==> config.mk <==
export PLATFORM = sky130hd
export DESIGN_NAME = rmh_ctrl
export DESIGN_NICKNAME = d
export VERILOG_FILES = /design/src/rtl/rmh_pkg.sv /design/src/rtl/rmh_ctrl.sv
export SDC_FILE = /design/constraint.sdc
export NUM_CORES = 1
export LEC_CHECK = 0
export BUFFER_PORTS_ARGS = -buffer_cell sky130_fd_sc_hd__buf_4
export CAP_MARGIN = 20
export CORE_UTILIZATION = 56
export CTS_CLUSTER_SIZE = 12
export DETAILED_ROUTE_END_ITERATION = 10
export HOLD_SLACK_MARGIN = 0.05
export PLACE_DENSITY_LB_ADDON = 0.25
export SLEW_MARGIN = 20
export SYNTH_ARGS = -nofsm -noshare
export SYNTH_HDL_FRONTEND = slang
export SYNTH_SLANG_ARGS = --single-unit
==> constraint.sdc <==
create_clock -name clk -period 5.8 [get_ports clk]
set_input_delay 0.29 -clock clk [delete_from_list [all_inputs] [get_ports clk]]
set_output_delay 0.29 -clock clk [all_outputs]
set_load 0.02 [all_outputs]
==> src/rtl/rmh_pkg.sv <==
`default_nettype none
package rmh_pkg;
  localparam int unsigned DefaultCapacity = 1024;
  localparam int unsigned DefaultSampleWidth = 32;
  localparam int unsigned MedianWidth = 32;
  localparam int unsigned CountWidth = 11;

  // heap selector
  localparam logic HEAP_LO = 1'b0;
  localparam logic HEAP_HI = 1'b1;

  // datapath operations
  typedef enum logic [3:0] {
    OP_NONE      = 4'd0,
    OP_LOAD      = 4'd1,
    OP_TOPS_RD   = 4'd2,
    OP_TOPS_CAP  = 4'd3,
    OP_PP_SET    = 4'd4,
    OP_PUSH_SET  = 4'd5,
    OP_DN_RD     = 4'd6,
    OP_DN_CMP    = 4'd7,
    OP_UP_RD     = 4'd8,
    OP_UP_CMP    = 4'd9,
    OP_WRITE     = 4'd10,
    OP_WRITE_INC = 4'd11
  } op_t;

  typedef struct packed {
    op_t  op;
    logic heap;
  } cmd_t;

  typedef struct packed {
    logic lo_empty;
    logic x_le_lo;
    logic lo_gt_hi;
    logic hi_gt_lo;
    logic full;
    logic up_done;
    logic dn_done;
    logic pp_swap;
  } stat_t;
endpackage
`default_nettype wire

==> src/rtl/rmh_ctrl.sv <==
`default_nettype none
module rmh_ctrl (
  input  wire logic           clk,
  input  wire logic           rst,
  input  wire logic           in_valid,
  output logic                in_ready,
  output logic                out_valid,
  input  wire logic           out_ready,
  output logic                drop,
  output rmh_pkg::cmd_t       cmd,
  input  wire rmh_pkg::stat_t stat
);
  import rmh_pkg::*;

  typedef enum logic [14:0] {
    S_IDLE  = 15'b000000000000001,
    S_TRD   = 15'b000000000000010,
    S_TCAP  = 15'b000000000000100,
    S_DEC   = 15'b000000000001000,
    S_PPSET = 15'b000000000010000,
    S_PPCHK = 15'b000000000100000,
    S_DNRD  = 15'b000000001000000,
    S_DNCMP = 15'b000000010000000,
    S_DNWR  = 15'b000000100000000,
    S_PUSH  = 15'b000001000000000,
    S_UPRD  = 15'b000010000000000,
    S_UPCMP = 15'b000100000000000,
    S_UPWR  = 15'b001000000000000,
    S_RRD   = 15'b010000000000000,
    S_RCAP  = 15'b100000000000000
  } state_t;

  state_t state, state_next;
  logic ph, ph_next;     // heap that the next set-up works on
  logic drop_next;

  assign in_ready = (state == S_IDLE) && !out_valid;

  always_comb begin
    state_next = state;
    ph_next = ph;
    drop_next = drop;
    cmd.op = OP_NONE;
    cmd.heap = ph;
    unique case (state)
      S_IDLE: if (in_valid && in_ready) begin
        cmd.op = OP_LOAD;
        drop_next = 1'b0;
        state_next = S_TRD;
      end
      S_TRD: begin
        cmd.op = OP_TOPS_RD;
        state_next = S_TCAP;
      end
      S_TCAP: begin
        cmd.op = OP_TOPS_CAP;
        state_next = S_DEC;
      end
      S_DEC: begin
        drop_next = stat.full;
        if (stat.full) state_next = S_IDLE;
        else if (stat.lo_empty || stat.x_le_lo) begin
          ph_next = HEAP_LO;
          state_next = stat.lo_gt_hi ? S_PPSET : S_PUSH;
        end else begin
          ph_next = HEAP_HI;
          state_next = stat.hi_gt_lo ? S_PPSET : S_PUSH;
        end
      end
      S_PPSET: begin
        cmd.op = OP_PP_SET;
        state_next = S_PPCHK;
      end
      S_PPCHK: begin
        // sift the root down only if the top was displaced; push goes to the other half
        ph_next = ~ph;
        state_next = stat.pp_swap ? S_DNRD : S_PUSH;
      end
      S_DNRD: begin
        cmd.op = OP_DN_RD;
        state_next = S_DNCMP;
      end
      S_DNCMP: begin
        cmd.op = OP_DN_CMP;
        state_next = stat.dn_done ? S_DNWR : S_DNRD;
      end
      S_DNWR: begin
        cmd.op = OP_WRITE;
        state_next = S_PUSH;
      end
      S_PUSH: begin
        cmd.op = OP_PUSH_SET;
        state_next = S_UPRD;
      end
      S_UPRD: begin
        cmd.op = OP_UP_RD;
        state_next = S_UPCMP;
      end
      S_UPCMP: begin
        cmd.op = OP_UP_CMP;
        state_next = stat.up_done ? S_UPWR : S_UPRD;
      end
      S_UPWR: begin
        cmd.op = OP_WRITE_INC;
        state_next = S_RRD;
      end
      S_RRD: begin
        cmd.op = OP_TOPS_RD;
        state_next = S_RCAP;
      end
      S_RCAP: begin
        cmd.op = OP_TOPS_CAP;
        state_next = S_IDLE;
      end
      default: state_next = S_IDLE;
    endcase
  end

  always_ff @(posedge clk) begin
    if (rst) begin
      state <= S_IDLE;
      ph <= HEAP_LO;
      drop <= 1'b0;
      out_valid <= 1'b0;
    end else begin
      state <= state_next;
      ph <= ph_next;
      drop <= drop_next;
      if (out_valid && out_ready) out_valid <= 1'b0;
      else if (state != S_IDLE && state_next == S_IDLE) out_valid <= 1'b1;
    end
  end
endmodule
`default_nettype wire

### Yosys cells after proc, flatten, opt, wreduce, memory -nomap -nowiden

Index checks and enable logic that the tools add are counted.

* flip-flop bits (word level): 18
* word-level logic and storage cells: 53
* output and inout bits: 8
* input bits: 12

* eq/ne operators: 19
* reductions and logical operators: 13
* multiplexer cells: 16
* bitwise operators: 1

Operators by type and width (number)
* 15-bit one-hot mux with 14 select lines: 1
* 10-bit two-way mux: 5
* 4-bit one-hot mux with 11 select lines: 1
* 15-bit by 1-bit equality test with 1-bit output, second input constant: 2
* 15-bit by 10-bit equality test with 1-bit output, second input constant: 1
* 15-bit by 11-bit equality test with 1-bit output, second input constant: 1
* 15-bit by 12-bit equality test with 1-bit output, second input constant: 1
* 15-bit by 13-bit equality test with 1-bit output, second input constant: 1
* 15-bit by 14-bit equality test with 1-bit output, second input constant: 1
* 15-bit equality test, second input constant: 1
* 15-bit by 2-bit equality test with 1-bit output, second input constant: 1
* 15-bit by 3-bit equality test with 1-bit output, second input constant: 1
* 15-bit by 4-bit equality test with 1-bit output, second input constant: 1
* 15-bit by 5-bit equality test with 1-bit output, second input constant: 1
* 15-bit by 6-bit equality test with 1-bit output, second input constant: 1
* 15-bit by 7-bit equality test with 1-bit output, second input constant: 1
* 15-bit by 8-bit equality test with 1-bit output, second input constant: 1
* 15-bit by 9-bit equality test with 1-bit output, second input constant: 1
* 15-bit two-way mux: 1
* 15-bit by 1-bit != test with 1-bit output, second input constant: 1
* 13-bit two-way mux: 1
* 9-bit two-way mux: 1
* 2-bit OR reduction: 3
* 1-bit logical AND: 4
* other kinds (9): 15

### Longest topological paths before layout

* depth in word-level cells: 7
* gate-level depth with buffers: 7

### Worst setup path after synthesis

OpenSTA, ideal clock, no wires.

* path type: register to register
* start point: register state[9]
* end point: register out_valid
* period minus slack after synthesis: 2176 ps
* required time: 5658 ps
* library setup time: 142 ps
* data arrival time: 2034 ps
* buffers on the path: 2
* slack: 3624 ps
* stages on the path, launching flop included: 8
* cells stage by stage: dfxtp_1 -> buf_6 -> or4_4 -> buf_6 -> or4_4 -> a21oi_2 -> nand4b_1 -> a221oi_1

* word-level cells in the longest chain between the ends: 7

RTL lines
* from (decl): RTL line rmh_ctrl.sv:33 `state_t state, state_next;`
* from (signal assigned): RTL line rmh_ctrl.sv:126 `state <= state_next;`
* 15-bit by 1-bit equality test with 1-bit output: RTL line rmh_ctrl.sv:37, rmh_ctrl.sv:45
* 1-bit logical AND: RTL line rmh_ctrl.sv:37 `assign in_ready = (state == S_IDLE) && !out_valid;`
* 1-bit logical AND: RTL line rmh_ctrl.sv:46 `S_IDLE: if (in_valid && in_ready) begin`
* 15-bit two-way mux: RTL line rmh_ctrl.sv:46
* 15-bit one-hot mux with 14 select lines: RTL line rmh_ctrl.sv:45 `unique case (state)`
* 15-bit by 1-bit equality test with 1-bit output: RTL line rmh_ctrl.sv:130 `else if (state != S_IDLE && state_next == S_IDLE) out_valid <= 1'b1;`
* 1-bit logical AND *: RTL line rmh_ctrl.sv:130
* to (signal assigned): RTL line rmh_ctrl.sv:124 `out_valid <= 1'b0;`
* to (signal assigned): RTL line rmh_ctrl.sv:129 `if (out_valid && out_ready) out_valid <= 1'b0;`
* to (signal assigned): RTL line rmh_ctrl.sv:130
* to (decl): RTL line rmh_ctrl.sv:7 `output logic out_valid,`

Mark *: on every way between the ends. The rest lies on a longest branch, timed or not.
A chain may end at the register's enable or synchronous reset.

==> qor.yml <==
status: "complete, no violations"
multiInputGateArea_um2: 681.9
core_um2: 1783
synth.top_cell.area_share_pct: 32.54
place.port_buffers: 19
layout_min_cycle_time_ps: 2544
clock-root-buffer: "sky130_fd_sc_hd__clkbuf_4"
critPathCaptureType: "output port"
fin_worst_skew_ps: 1.338
cts_setup_buffers: 0
cap_violations: 0
cts.clk_slew.worst_paths_ps: 100
ctsHoldBuffers: 0
post_synth_inst_count: 134
totalWireLength_um: 2640
crit_required_ps: 5510
hold_critical_path_depth: 2
power.static_leakage_nw: 0.4867
io_pins: 20
core.rowCount: 15
number_of_antenna_violations_at_the_first_check_in_global_routing: 0
layout.nets: 159
dieWidth_um: 46.47
worst_r2r_startpoint: "state[9]"
worstReg2RegEnd: "out_valid"
yosysUniqueCellTypes: 43
remaining_drc_errors: 0
timing.final.crit_share_pct: 43.87
critPathLaunch: "state[9]"
total_setup_violations_reported_at_the_end_of_the_flow: 0
syn_area_per_cell_um2: 8.264
fillers: 143
crit_arrival_ps: 2250
power_density_nw_per_um2: 221.9
timing.setup.tns_ps: 0
syn_to_final_growth_pct: 13.45
criticalPathCategory: "flip-flop to output port"
grt_start_max_net_pins: 15
final_estimated_routing_congestion_in_global_placement: 0.9022
cp_max_fo: 8
numClockSinks: 18
synth_top_cell_by_area: "sky130_fd_sc_hd__dfxtp_1"
worst_slew_pin_slew_ps: 813.5
gr-total-overflow: 0
initial_util_pct: 62.11
die-area_um2: 2159
rsz0062_at_grt: "no"
drtPass1Iterations: 4
grt_first_pass_wirelength_um: 4409
antenna_left: 0
synth-seq-area-share_pct: 32.54
min_path_type: "primary input to flip-flop"
cts_tree: "built"
grt_usage_pct: 28.70
mappedNetlistNets: 146
synth_area_leaders: "sky130_fd_sc_hd__dfxtp_1, sky130_fd_sc_hd__nor4_1, sky130_fd_sc_hd__nor2_1"
dpl_worst_slack_ps: 3633
drt-initial-drc-count: 38
hold_viol_final: 0
drive_gt1_share_pct: 21.92
max-slew-margin-rel_pct: 45.26
insertion_delay_ps: 300
ctsHtreeMaxLevel: 1
rr_worst_depth: 5
fin_total_pwr_mw: 0.2787
antennaDiodeCount: 0
fmaxAchievable_mhz: 393.0
post_layout_nonfiller_instances: 171
cts_inserted_buffers: 3
startpoint_type: "flip-flop"
worstSetupEndpoint: "cmd[1]"
maxSlewViolCount: 0
post_cts_resized: 0
clockBufferDepth: 2
layout_setup_ws_ps: 3256
synthesis.yosys.warnings: 0
finalHoldWorstSlack_ps: 178.3
detail_placement_hpwl_um: 1873
vias: 1127
seq_area_um2: 360.3
ir_worst_vdd_v: 0.0001554
drt-wirelength-per-cell_um: 15.44
syn_area_um2: 1107
place_inst: 167
viasPerCell: 6.591
r2r_slack_ps: 3730
postSynthRegisterBits: 18
y_dimension_of_the_die_um: 46.47
first_global_vias: 977
synth_stat cells (all sizes together):
| library cell | instances |
|---|---|
| a21oi | 4 |
| a221oi | 1 |
| a22o | 1 |
| a22oi | 1 |
| a2bb2o | 1 |
| a311oi | 1 |
| a31oi | 2 |
| and3 | 1 |
| and4 | 1 |
| and4b | 2 |
| buf | 4 |
| clkbuf | 7 |
| dfxtp | 18 |
| inv | 1 |
| mux2i | 2 |
| nand2 | 8 |
| nand2b | 2 |
| nand3 | 7 |
| nand3b | 1 |
| nand4 | 3 |
| nand4b | 1 |
| nor2 | 14 |
| nor2b | 1 |
| nor3 | 9 |
| nor3b | 2 |
| nor4 | 10 |
| nor4b | 4 |
| o2111ai | 1 |
| o211ai | 1 |
| o21ai | 3 |
| o22ai | 1 |
| o41ai | 1 |
| or3 | 2 |
| or4 | 5 |
| or4b | 4 |
| xnor2 | 4 |
| xor2 | 3 |
layout make-up:
| type | instances | share of cell area, % |
|---|---|---|
| inverter | 1 | 0.2988 |
| multi-input combinational | 104 | 54.28 |
| timing repair buffer | 19 | 11.35 |
| sequential | 18 | 28.69 |
| clock buffer | 4 | 2.888 |
| tap | 25 | 2.490 |
how the worst min path moves through the flow:
stage,start,to,slack [ps]
floorplan,stat[3],state[4],370
global placement,drop,drop,460
detailed placement,ph,ph,470
CTS,out_ready,out_valid,180
global route,out_ready,out_valid,180
finish,out_ready,out_valid,180
layer usage:
layer	vias up	track usage, %	wire [µm]
met5	-	0	0
met4	0	14.12	70
met3	8	5.882	214
met2	68	43.06	1219
met1	511	38.44	1136
li1	540	-	-
power by group:
group | leakage (nW) | total (mW) | internal (mW) | switching, mW
Sequential | 0.146 | 0.136 | 0.128 | 0.00748
Combinational | 0.320 | 0.0642 | 0.0297 | 0.0346
Clock | 0.0210 | 0.0789 | 0.0383 | 0.0406
Total | 0.487 | 0.279 | 0.196 | 0.0827
state kept, by name (all words and copies together), names as in the netlist:
signal     count
state         15
out_valid      1
drop           1
ph             1
through the flow:
step	instance area [µm²]	util, %
final	1256	70.46
after global routing	1256	70.46
after CTS	1256	70.46
after detailed placement	1220	68.42
after global placement	1220	68.42
after floorplan	1107	-
worst max-delay path, cell delays in order (launching register included):
cell                       delay, ps
sky130_fd_sc_hd__dfxtp_1         400
sky130_fd_sc_hd__or4_4           600
sky130_fd_sc_hd__nor4_1          500
sky130_fd_sc_hd__nand3b_1        190
sky130_fd_sc_hd__nand3_1         120
sky130_fd_sc_hd__buf_4           140
cells by family after synthesis:
logic type	share of synthesized area [%]
buffers and inverters	5.875
and+or+nand+nor	42.82
AOI/OAI and AO/OA	11.41
muxes	1.808
xor gates and xnor gates	5.537
DFF	32.54
placed cells by master (no fill, tap or decap), types with 2 or more instances in the layout:
cell                       count
sky130_fd_sc_hd__buf_4        19
sky130_fd_sc_hd__dfxtp_1      18
sky130_fd_sc_hd__nor2_1       14
sky130_fd_sc_hd__nor4_1        9
sky130_fd_sc_hd__nor3_1        9
sky130_fd_sc_hd__nand2_1       8
sky130_fd_sc_hd__nand3_1       7
sky130_fd_sc_hd__xnor2_1       4
sky130_fd_sc_hd__or4b_2        4
sky130_fd_sc_hd__xor2_1        3
sky130_fd_sc_hd__or4_1         3
sky130_fd_sc_hd__nand4_1       3
sky130_fd_sc_hd__nor4b_1       3
sky130_fd_sc_hd__o21ai_0       3
sky130_fd_sc_hd__a21oi_1       3
sky130_fd_sc_hd__clkbuf_4      3
sky130_fd_sc_hd__or4_4         2
sky130_fd_sc_hd__or3_1         2
sky130_fd_sc_hd__nand2b_1      2
sky130_fd_sc_hd__mux2i_1       2
sky130_fd_sc_hd__nor3b_1       2
sky130_fd_sc_hd__a31oi_1       2
sky130_fd_sc_hd__and4b_1       2
(Power assumes the default switching activity.)
